$ cat src/rtl/float_square_root_newton_top_defines.svh
// Assertion helpers shared by the RTL
`ifndef FLOAT_SQUARE_ROOT_NEWTON_TOP_DEFINES_SVH
`define FLOAT_SQUARE_ROOT_NEWTON_TOP_DEFINES_SVH

// condition holds at every clock edge out of reset
`define FSQRT_ASSERT_ALWAYS(label, clk, rst, cond, msg) \
   label: assert property (@(posedge clk) disable iff (rst) (cond)) else $error(msg);

// antecedent implies consequent in the same cycle
`define FSQRT_ASSERT_IMPLY(label, clk, rst, ante, cons, msg) \
   label: assert property (@(posedge clk) disable iff (rst) (ante) |-> (cons)) else $error(msg);

`endif

$ cat src/rtl/fsqrt_pkg.sv
`default_nettype none
package fsqrt_pkg;

   // sequencer states
   typedef enum logic [2:0] {
      ST_IDLE,
      ST_NORM,
      ST_INIT,
      ST_DIV,
      ST_DIV_RND,
      ST_ALIGN,
      ST_SUM,
      ST_RND
   } state_type;

   localparam logic [63:0] SIGN_BIT     = 64'h8000_0000_0000_0000;
   localparam logic [62:0] EXP_ALL_ONES = 63'h7FF0_0000_0000_0000;
   localparam logic [63:0] QUIET_NAN    = 64'h7FF8_0000_0000_0000;
   localparam logic [15:0] TOP_MANT_MASK = 16'h000F;
   localparam logic [15:0] TOP_EXP_MASK  = 16'h7FE0;
   localparam logic [15:0] GUESS_BIAS    = 16'd512 << 4;
   localparam logic signed [12:0] EXP_BIAS = 13'sd1023;
   localparam logic signed [12:0] SUBN_EXP = -13'sd1022;
   // quotient bits produced by the long division
   localparam int unsigned QUO_BITS = 56;

endpackage
`default_nettype wire

$ cat src/rtl/float_square_root_newton_top.sv
`default_nettype none
// Double-precision square root by Newton iteration, y = (x / y + y) / 2.
//
// Input: raise start with req_operand_bits while busy is low; the transaction
// is taken at that clock edge and busy rises on the next cycle for a non-special
// operand. Output: rsp_valid pulses for one cycle with rsp_root_bits; the
// receiver cannot stall, so every result must be taken in that cycle.
//
// Zero, negative, NaN and infinity operands give their result in the cycle
// after acceptance and busy never rises. A positive subnormal is first
// normalized: its fraction shifts left one bit at a time, with the exponent
// decremented, until its leading bit is set.
// Each Newton step runs setup, then the shared one-bit-per-cycle restoring
// divider for 56 quotient bits, then quotient rounding, then align, add
// and round/halve/compare. At most MAX_ITERATIONS steps are run, and one
// item is in flight at a time.
//
// Reset (synchronous, active high) returns the sequencer to idle and drops
// rsp_valid; an item in progress is discarded.
module float_square_root_newton_top #(
   parameter int MAX_ITERATIONS = 64
) (
   input  wire logic        clock,
   input  wire logic        reset,
   input  wire logic        start,
   output logic             busy,
   input  wire logic [63:0] req_operand_bits,
   output logic             rsp_valid,
   output logic [63:0]      rsp_root_bits
);
   `include "float_square_root_newton_top_defines.svh"

   localparam int ITER_W = (MAX_ITERATIONS > 1) ? $clog2(MAX_ITERATIONS) : 1;
   localparam int CNT_W  = $clog2(fsqrt_pkg::QUO_BITS);

   fsqrt_pkg::state_type state_ff, state_in;

   logic [52:0]        x_m_ff, x_m_in;
   logic signed [12:0] x_e_ff, x_e_in;
   logic [63:0]        y1_ff, y1_in;
   logic [63:0]        y2_ff, y2_in;
   logic [ITER_W-1:0]  iter_ff, iter_in;
   logic [54:0]        rem_ff, rem_in;
   logic [55:0]        quo_ff, quo_in;
   logic [CNT_W-1:0]   cnt_ff, cnt_in;
   logic [52:0]        q_m_ff, q_m_in;
   logic signed [12:0] q_e_ff, q_e_in;
   logic [52:0]        big_m_ff, big_m_in;
   logic signed [12:0] big_e_ff, big_e_in;
   logic [55:0]        sh_ff, sh_in;
   logic [55:0]        nrm_ff, nrm_in;
   logic signed [12:0] nrm_e_ff, nrm_e_in;
   logic               rsp_valid_ff, rsp_valid_in;
   logic [63:0]        rsp_root_ff, rsp_root_in;

   // operand classification at the request port
   logic [62:0] op_mag;
   logic        op_nan, op_zero, op_neg, op_inf, op_special;
   logic [63:0] special_val;
   logic [15:0] guess_hi;
   logic [63:0] guess_bits;

   assign op_mag  = req_operand_bits[62:0];
   assign op_nan  = op_mag > fsqrt_pkg::EXP_ALL_ONES;
   assign op_zero = op_mag == 63'd0;
   assign op_neg  = (req_operand_bits & fsqrt_pkg::SIGN_BIT) != 64'd0;
   assign op_inf  = op_mag == fsqrt_pkg::EXP_ALL_ONES;
   assign op_special = op_nan | op_zero | op_neg | op_inf;

   always_comb begin
      priority if (op_nan) begin
         special_val = req_operand_bits;
      end else if (op_zero) begin
         special_val = 64'd0;
      end else if (op_neg) begin
         special_val = fsqrt_pkg::QUIET_NAN;
      end else begin
         special_val = req_operand_bits;
      end
   end

   // first guess: halve exponent field (low bit dropped), add bias
   assign guess_hi = (req_operand_bits[63:48] & fsqrt_pkg::TOP_MANT_MASK)
                   | (((req_operand_bits[63:48] & fsqrt_pkg::TOP_EXP_MASK) >> 1)
                      + fsqrt_pkg::GUESS_BIAS);
   assign guess_bits = {guess_hi, req_operand_bits[47:0]};

   // current guess unpacked
   logic [52:0]        y_m;
   logic signed [12:0] y_e;
   assign y_m = {1'b1, y1_ff[51:0]};
   assign y_e = $signed({2'b00, y1_ff[62:52]}) - fsqrt_pkg::EXP_BIAS;

   // shared divider step: compare and subtract
   logic        div_ge;
   logic [54:0] div_diff;
   assign div_ge   = rem_ff >= {2'b00, y_m};
   assign div_diff = div_ge ? (rem_ff - {2'b00, y_m}) : rem_ff;

   // quotient normalize and round
   logic [52:0]        dq_m;
   logic               dq_g, dq_s;
   logic signed [12:0] dq_e;
   logic [53:0]        dq_r;
   always_comb begin
      if (quo_ff[55]) begin
         dq_m = quo_ff[55:3];
         dq_g = quo_ff[2];
         dq_s = quo_ff[1] | quo_ff[0] | (rem_ff != 55'd0);
         dq_e = x_e_ff - y_e;
      end else begin
         dq_m = quo_ff[54:2];
         dq_g = quo_ff[1];
         dq_s = quo_ff[0] | (rem_ff != 55'd0);
         dq_e = x_e_ff - y_e - 13'sd1;
      end
      dq_r = {1'b0, dq_m} + {53'd0, dq_g & (dq_s | dq_m[0])};
   end

   // alignment of the smaller addend
   logic               q_big;
   logic [52:0]        sm_m;
   logic [12:0]        al_d;
   logic [55:0]        al_wide, al_sh;
   logic               al_st;
   always_comb begin
      q_big = q_e_ff >= y_e;
      sm_m  = q_big ? y_m : q_m_ff;
      al_d  = q_big ? 13'(q_e_ff - y_e) : 13'(y_e - q_e_ff);
      al_wide = {sm_m, 3'b000};
      if (al_d >= 13'd56) begin
         al_sh = 56'd0;
         al_st = 1'b1;
      end else begin
         al_sh = al_wide >> al_d[5:0];
         al_st = (al_wide & ((56'd1 << al_d[5:0]) - 56'd1)) != 56'd0;
      end
   end

   // sum and one-bit normalize
   logic [56:0] sum_s;
   assign sum_s = {1'b0, big_m_ff, 3'b000} + {1'b0, sh_ff};

   // round, halve, pack, compare
   logic [52:0]        ar_m;
   logic [53:0]        ar_r;
   logic signed [12:0] ar_e;
   logic [63:0]        y_new;
   logic               iter_done;
   always_comb begin
      ar_m = nrm_ff[55:3];
      ar_r = {1'b0, ar_m} + {53'd0, nrm_ff[2] & (nrm_ff[1] | nrm_ff[0] | ar_m[0])};
      ar_e = ar_r[53] ? nrm_e_ff : (nrm_e_ff - 13'sd1);
      y_new = {1'b0, 11'(ar_e + fsqrt_pkg::EXP_BIAS),
               ar_r[53] ? ar_r[52:1] : ar_r[51:0]};
      iter_done = (y_new == y1_ff) || (y_new == y2_ff)
               || (iter_ff == ITER_W'(MAX_ITERATIONS - 1));
   end

   // next state
   always_comb begin
      state_in = state_ff;
      unique case (state_ff)
         fsqrt_pkg::ST_IDLE: begin
            if (start && !op_special) begin
               state_in = (req_operand_bits[62:52] == 11'd0) ? fsqrt_pkg::ST_NORM
                                                              : fsqrt_pkg::ST_INIT;
            end
         end
         fsqrt_pkg::ST_NORM: begin
            if (x_m_ff[52]) state_in = fsqrt_pkg::ST_INIT;
         end
         fsqrt_pkg::ST_INIT:    state_in = fsqrt_pkg::ST_DIV;
         fsqrt_pkg::ST_DIV: begin
            if (cnt_ff == CNT_W'(fsqrt_pkg::QUO_BITS - 1)) state_in = fsqrt_pkg::ST_DIV_RND;
         end
         fsqrt_pkg::ST_DIV_RND: state_in = fsqrt_pkg::ST_ALIGN;
         fsqrt_pkg::ST_ALIGN:   state_in = fsqrt_pkg::ST_SUM;
         fsqrt_pkg::ST_SUM:     state_in = fsqrt_pkg::ST_RND;
         fsqrt_pkg::ST_RND: begin
            state_in = iter_done ? fsqrt_pkg::ST_IDLE : fsqrt_pkg::ST_INIT;
         end
         default:               state_in = fsqrt_pkg::ST_IDLE;
      endcase
   end

   // datapath register updates
   always_comb begin
      x_m_in = x_m_ff;   x_e_in = x_e_ff;
      y1_in = y1_ff;     y2_in = y2_ff;     iter_in = iter_ff;
      rem_in = rem_ff;   quo_in = quo_ff;   cnt_in = cnt_ff;
      q_m_in = q_m_ff;   q_e_in = q_e_ff;
      big_m_in = big_m_ff; big_e_in = big_e_ff; sh_in = sh_ff;
      nrm_in = nrm_ff;   nrm_e_in = nrm_e_ff;
      rsp_valid_in = 1'b0;
      rsp_root_in = rsp_root_ff;
      unique case (state_ff)
         fsqrt_pkg::ST_IDLE: begin
            if (start) begin
               if (req_operand_bits[62:52] == 11'd0) begin
                  x_m_in = {1'b0, req_operand_bits[51:0]};
                  x_e_in = fsqrt_pkg::SUBN_EXP;
               end else begin
                  x_m_in = {1'b1, req_operand_bits[51:0]};
                  x_e_in = $signed({2'b00, req_operand_bits[62:52]}) - fsqrt_pkg::EXP_BIAS;
               end
               y1_in   = guess_bits;
               y2_in   = guess_bits;
               iter_in = '0;
               if (op_special) begin
                  rsp_valid_in = 1'b1;
                  rsp_root_in  = special_val;
               end
            end
         end
         fsqrt_pkg::ST_NORM: begin
            if (!x_m_ff[52]) begin
               x_m_in = {x_m_ff[51:0], 1'b0};
               x_e_in = x_e_ff - 13'sd1;
            end
         end
         fsqrt_pkg::ST_INIT: begin
            rem_in = {2'b00, x_m_ff};
            cnt_in = '0;
         end
         fsqrt_pkg::ST_DIV: begin
            quo_in = {quo_ff[54:0], div_ge};
            rem_in = (cnt_ff == CNT_W'(fsqrt_pkg::QUO_BITS - 1)) ? div_diff
                                                                  : {div_diff[53:0], 1'b0};
            cnt_in = cnt_ff + CNT_W'(1);
         end
         fsqrt_pkg::ST_DIV_RND: begin
            q_m_in = dq_r[53] ? dq_r[53:1] : dq_r[52:0];
            q_e_in = dq_r[53] ? (dq_e + 13'sd1) : dq_e;
         end
         fsqrt_pkg::ST_ALIGN: begin
            big_m_in = q_big ? q_m_ff : y_m;
            big_e_in = q_big ? q_e_ff : y_e;
            sh_in    = {al_sh[55:1], al_sh[0] | al_st};
         end
         fsqrt_pkg::ST_SUM: begin
            if (sum_s[56]) begin
               nrm_in   = {sum_s[56:2], sum_s[1] | sum_s[0]};
               nrm_e_in = big_e_ff + 13'sd1;
            end else begin
               nrm_in   = sum_s[55:0];
               nrm_e_in = big_e_ff;
            end
         end
         fsqrt_pkg::ST_RND: begin
            if (iter_done) begin
               rsp_valid_in = 1'b1;
               rsp_root_in  = y_new;
            end else begin
               y2_in   = y1_ff;
               y1_in   = y_new;
               iter_in = iter_ff + ITER_W'(1);
            end
         end
         default: begin
            rsp_valid_in = 1'b0;
         end
      endcase
   end

   // control registers
   always_ff @(posedge clock) begin
      if (reset) begin
         state_ff     <= fsqrt_pkg::ST_IDLE;
         rsp_valid_ff <= 1'b0;
      end else begin
         state_ff     <= state_in;
         rsp_valid_ff <= rsp_valid_in;
      end
   end

   // payload registers
   always_ff @(posedge clock) begin
      x_m_ff <= x_m_in;     x_e_ff <= x_e_in;
      y1_ff <= y1_in;       y2_ff <= y2_in;     iter_ff <= iter_in;
      rem_ff <= rem_in;     quo_ff <= quo_in;   cnt_ff <= cnt_in;
      q_m_ff <= q_m_in;     q_e_ff <= q_e_in;
      big_m_ff <= big_m_in; big_e_ff <= big_e_in; sh_ff <= sh_in;
      nrm_ff <= nrm_in;     nrm_e_ff <= nrm_e_in;
      rsp_root_ff <= rsp_root_in;
   end

   assign busy          = state_ff != fsqrt_pkg::ST_IDLE;
   assign rsp_valid     = rsp_valid_ff;
   assign rsp_root_bits = rsp_root_ff;

   // checks on the sequencer and datapath
   `FSQRT_ASSERT_IMPLY(a_div_rem_bound, clock, reset, (state_ff == fsqrt_pkg::ST_DIV),
                       (rem_ff < {1'b0, y_m, 1'b0}), "divider remainder out of range")
   `FSQRT_ASSERT_IMPLY(a_sum_normalized, clock, reset, (state_ff == fsqrt_pkg::ST_RND),
                       nrm_ff[55], "sum not normalized before rounding")
   `FSQRT_ASSERT_IMPLY(a_iter_cap, clock, reset, (state_ff != fsqrt_pkg::ST_IDLE),
                       (iter_ff <= ITER_W'(MAX_ITERATIONS - 1)), "iteration count past cap")

endmodule
`default_nettype wire
$ cat config.mk
export PLATFORM = sky130hd
export DESIGN_NAME = float_square_root_newton_top
export DESIGN_NICKNAME = d
export VERILOG_FILES = /design/src/rtl/fsqrt_pkg.sv /design/src/rtl/float_square_root_newton_top.sv
export VERILOG_INCLUDE_DIRS = /design/src /design/src/rtl
export SDC_FILE = /design/constraint.sdc
export NUM_CORES = 2
export LEC_CHECK = 0
export BUFFER_PORTS_ARGS = -buffer_cell sky130_fd_sc_hd__clkbuf_2
export CAP_MARGIN = 40
export CELL_PAD_IN_SITES_DETAIL_PLACEMENT = 2
export CELL_PAD_IN_SITES_GLOBAL_PLACEMENT = 2
export CORE_MARGIN = 1.5
export CORE_UTILIZATION = 36
export CTS_CLUSTER_SIZE = 8
export DETAILED_ROUTE_END_ITERATION = 7
export PLACE_DENSITY = 0.8
export SLEW_MARGIN = 20
export SYNTH_ARGS = -nofsm -noshare
export SYNTH_HDL_FRONTEND = slang
export SYNTH_SLANG_ARGS = --single-unit
$ cat constraint.sdc
create_clock -name clock -period 8.2 [get_ports clock]
set_clock_uncertainty 0.1 [all_clocks]
set_input_delay 0.41 -clock clock [delete_from_list [all_inputs] [get_ports clock]]
set_output_delay 0.41 -clock clock [all_outputs]
set_load 0.005 [all_outputs]
==> implementation parameters <==
Parameter                              Value

STA
  Slew at the pin closest to its max-slew limit    990 ps
  Final Max Slew Viols    0
  Relative slew slack    0.333
  Endpoints failing setup    0
  Final-layout setup total negative slack    0 ps
  Highest clock rate    131 MHz
  Crit path time final    7620 ps
  Final clock period utilization by the worst path    0.929
  Final hold violation count    0
  RSZ-0062 raised after global routing    no

CTS
  CTS tree    yes
  CTS Sinks    636
  Clock latency reported for the late side of the worst-skew pair    760 ps
  Clock slew at the register clock pins of the worst setup and hold paths    50 ps
  Buffer depth of the longest clock path    3
  H-tree depth reported by CTS    3
  Clock Tree Root    sky130_fd_sc_hd__clkbuf_16
  Num CTS Buffers    91

Detailed routing
  Number of vias in the routed layout    42397
  Iter 0 DRT Violations    4971
  First drt pass iteration count    5
  DRT antenna net count    0
  Total length of routed wires    221000 um
  Final routed DRC violation total    0
  Drt wl/cell    33.4 um
  Routed via count divided by cell count    6.39

Power
  PD cells    202 mW/mm^2
  Worst supply voltage drop on vdd    0.195 mV
  Switching Share    0.353
  Internal power component    6.71 mW
  Overall power    10.4 mW
  Relative contribution of combinational cells to total power    0.273
  Fraction of power consumed by the clock network    0.347
  Leakage    19.1 nW
  Sequential share of power    0.380
  Sw power    3.66 mW

Final layout
  Fraction of layout cells with a size suffix above 1    0.107
  Net count, final    5165
  Area growth syn-to-layout    12.6%

Floorplanning
  Chip height    358 um
  Num ports    133
  Die Width    358 um
  Area of the die    0.129 mm^2
  Floorplan row count    130
  Placeable core region    0.126 mm^2
  Starting density of the core    0.362

Synth
  Number of storage elements in the synthesis netlist    636
  Leading cell types by total area after synthesis    sky130_fd_sc_hd__edfxtp_1 (42%), sky130_fd_sc_hd__mux2i_1 (5.8%), sky130_fd_sc_hd__nand2_1 (5.5%), sky130_fd_sc_hd__o21ai_0 (4.8%), sky130_fd_sc_hd__xnor2_1 (4.3%)
  Post-synthesis cell type count    95
  Sequential element share of the synthesized area    0.419
  Netlist area before placement    0.0455 mm^2
  Post-synth top flop    sky130_fd_sc_hd__edfxtp_1
  Cells after synthesis    4849
  Leading area contributor after synthesis    sky130_fd_sc_hd__edfxtp_1
  Syn. warnings    0
  Total nets after synthesis    5066
  Share of the synthesized area in the top cell type    0.417
  Syn_area_per_cell    9.38 um^2
  Number of flops mapped to enable cells by yosys    632
  Share of flip-flops with an asynchronous set or reset after synthesis    0

Critical path
  CP required    8530 ps
  Family with the most delay on the worst path    compound AO/OA/AOI/OAI gates
  Type of destination of the critical path    register
  Arrival time at the worst endpoint    7950 ps
  Slowest cell on the critical path    sky130_fd_sc_hd__o41ai_4
  Worst setup path class    register to register
  Critical Path Source Type    register
  Chain of cells forming the critical path    ha_1 -> nand2_1 -> xor2_1 -> inv_1 -> ha_1 -> nand2_1 -> nor3b_1 -> o211ai_1 -> nand4bb_1 -> o41ai_4 -> buf_12 -> mux2i_1 -> a21boi_0 -> o22ai_1 -> nor4_1 -> a21oi_1 -> or4_1 -> a2111oi_0 -> nand4_1
  Buffer and inverter count on the worst path    2
  Maximum fanout along the worst path    71
  Maximum cell stage delay along the critical path    720 ps

Placed design
  IO Port Bufs    132
  Final GP Congestion    1.02
  Detailed Place HPWL    171000 um

Global route
  Met1 Use GR    0.459
  Number of global-route vias before repair    43220
  First-pass GRT wire length    316000 um
  Antenna violations before repair    10
  Global-route met3 utilization    0.0578
  Total global routing overflow    0
  GRT busiest layer    met2
  Gr usage total    0.338
  Met2 track demand over resource    0.519
  Largest net degree at the start of global routing    75

Worst hold path
  Worst hold path class    primary input to register

Status
  Result of the run    completed

Flow run
  Max-capacitance violation count    0
-- kinds of logic (layout without fill, tap and decap cells) --
group           after synthesis  after routing  share of synthesized area
compound gates             1243           1243                      0.171
mux                         353            353                     0.0841
fa+ha+maj                   155            155                     0.0432
flops                       636            636                      0.419
other cells                   0              1                          0
buf+inv                     419            549                     0.0363
simple gates               1670           1670                      0.174
xor+xnor                    373            373                     0.0723
-- flip-flops by register name (all words and copies together), names as in the netlist, 53 cells and up --
| name | count |
|---|---|
| nrm_ff | 56 |
| rsp_root_bits | 64 |
| x_m_ff | 53 |
| q_m_ff | 53 |
| y1_ff | 63 |
| quo_ff | 56 |
| big_m_ff | 53 |
| rem_ff | 55 |
| sh_ff | 56 |
| y2_ff | 63 |
-- power groups by stage --
stage	sequential (mW)	combinational, mW	clock (mW)
global route	3.94	2.98	3.73
floorplan	3.91	1.75	0
detailed placement	3.99	2.70	0
CTS	3.93	2.74	3.63
global placement	3.98	2.62	0
finish	3.94	2.83	3.59
-- synth_stat cells (12+ instances only) --
| cell type | number |
|---|---|
| sky130_fd_sc_hd__buf_1 | 29 |
| sky130_fd_sc_hd__buf_2 | 34 |
| sky130_fd_sc_hd__nand2b_1 | 91 |
| sky130_fd_sc_hd__mux2i_1 | 262 |
| sky130_fd_sc_hd__nor3_1 | 98 |
| sky130_fd_sc_hd__nor4_1 | 65 |
| sky130_fd_sc_hd__nand4_1 | 68 |
| sky130_fd_sc_hd__o211ai_1 | 34 |
| sky130_fd_sc_hd__clkbuf_1 | 211 |
| sky130_fd_sc_hd__or3_1 | 15 |
| sky130_fd_sc_hd__o31ai_1 | 24 |
| sky130_fd_sc_hd__or4_1 | 17 |
| sky130_fd_sc_hd__o21a_1 | 23 |
| sky130_fd_sc_hd__nand3_1 | 142 |
| sky130_fd_sc_hd__xnor2_1 | 222 |
| sky130_fd_sc_hd__or2_2 | 21 |
| sky130_fd_sc_hd__o21ai_0 | 433 |
| sky130_fd_sc_hd__ha_1 | 145 |
| sky130_fd_sc_hd__a211oi_1 | 47 |
| sky130_fd_sc_hd__a21oi_1 | 265 |
| sky130_fd_sc_hd__a221oi_1 | 13 |
| sky130_fd_sc_hd__a22o_1 | 18 |
| sky130_fd_sc_hd__edfxtp_1 | 632 |
| sky130_fd_sc_hd__mux4_2 | 16 |
| sky130_fd_sc_hd__and2_1 | 38 |
| sky130_fd_sc_hd__and4_1 | 18 |
| sky130_fd_sc_hd__xor2_1 | 149 |
| sky130_fd_sc_hd__mux2_2 | 75 |
| sky130_fd_sc_hd__and3_1 | 54 |
| sky130_fd_sc_hd__a211o_1 | 12 |
| sky130_fd_sc_hd__a21o_1 | 109 |
| sky130_fd_sc_hd__nor2_1 | 303 |
| sky130_fd_sc_hd__a31oi_1 | 48 |
| sky130_fd_sc_hd__o22ai_1 | 47 |
| sky130_fd_sc_hd__nor3b_1 | 15 |
| sky130_fd_sc_hd__nor2b_1 | 33 |
| sky130_fd_sc_hd__inv_1 | 135 |
| sky130_fd_sc_hd__nand2_1 | 661 |
-- layer usage --
metal,wire length (um),vias up
met5,35,-
met4,12300,6
met2,98000,2013
met3,17500,432
li1,-,18127
met1,93600,21819
-- worst reg2reg max path: stages (launching register included) --
cell	delay, ps
sky130_fd_sc_hd__edfxtp_1	640
sky130_fd_sc_hd__ha_1	420
sky130_fd_sc_hd__nand2_1	120
sky130_fd_sc_hd__xor2_1	580
sky130_fd_sc_hd__inv_1	150
sky130_fd_sc_hd__ha_1	410
sky130_fd_sc_hd__nand2_1	180
sky130_fd_sc_hd__nor3b_1	90
sky130_fd_sc_hd__o211ai_1	160
sky130_fd_sc_hd__nand4bb_1	230
sky130_fd_sc_hd__o41ai_4	730
sky130_fd_sc_hd__buf_12	420
sky130_fd_sc_hd__mux2i_1	720
sky130_fd_sc_hd__a21boi_0	370
sky130_fd_sc_hd__o22ai_1	140
sky130_fd_sc_hd__nor4_1	400
sky130_fd_sc_hd__a21oi_1	160
sky130_fd_sc_hd__or4_1	580
sky130_fd_sc_hd__a2111oi_0	550
sky130_fd_sc_hd__nand4_1	160
-- worst paths after layout --
| check | startpoint | end | slack (ps) | cells past startpoint |
|---|---|---|---|---|
| worst min register to register | quo_ff[0] | quo_ff[1] | 380 | 0 |
| worst max-delay path | y1_ff[52] | sh_ff[0] | 580 | 19 |
| worst min-delay path | req_operand_bits[9] | x_m_ff[9] | 40 | 3 |
| worst max register to register | y1_ff[52] | sh_ff[0] | 580 | 19 |
-- metrics by stage --
| step | worst slack [ps] | util | hold WS [ps] | cells | cell area (um^2) |
|---|---|---|---|---|---|
| floorplan | 616 | - | 324 | 4849 | 45500 |
| global placement | 1080 | 0.383 | 341 | 6445 | 48100 |
| detailed placement | 848 | 0.385 | 360 | 6470 | 48300 |
| CTS | 772 | 0.407 | 1.17 | 6616 | 51100 |
| global route | 142 | 0.408 | 39.2 | 6629 | 51200 |
| finish | 581 | 0.408 | 42.8 | 6630 | 51200 |
-- final cells by class --
class / count / area (um^2)
clock inverters: 10 / 159
diodes: 1 / 2.50
inverters: 136 / 510
well taps: 1650 / 2060
clock buffers: 114 / 2380
fillers: 13600 / 74300
repair buffers: 289 / 2030
flip-flops and latches: 636 / 19100
multi-input cells: 3794 / 25000
-- repair_timing --
item / 4_1_cts / 5_1_grt
gates resized for setup: 0 / 0
setup endpoints to repair: 0 / 0
hold buffers: 22 / 0
hold endpoints to repair: 47 / 0
setup buffers: 0 / 0
-- layout by cell type (no fill, tap or decap), drive strengths merged, types with 69 or more instances in the layout --
cell / instances
inv: 137
nand3: 142
edfxtp: 632
xor2: 149
o21ai: 437
nor3: 100
ha: 145
mux2: 75
nor2: 303
mux2i: 262
nand2: 661
nand4: 69
a21oi: 265
xnor2: 223
nand2b: 91
buf: 128
a21o: 109
clkbuf: 252
Power figures use the tool's default switching activity.
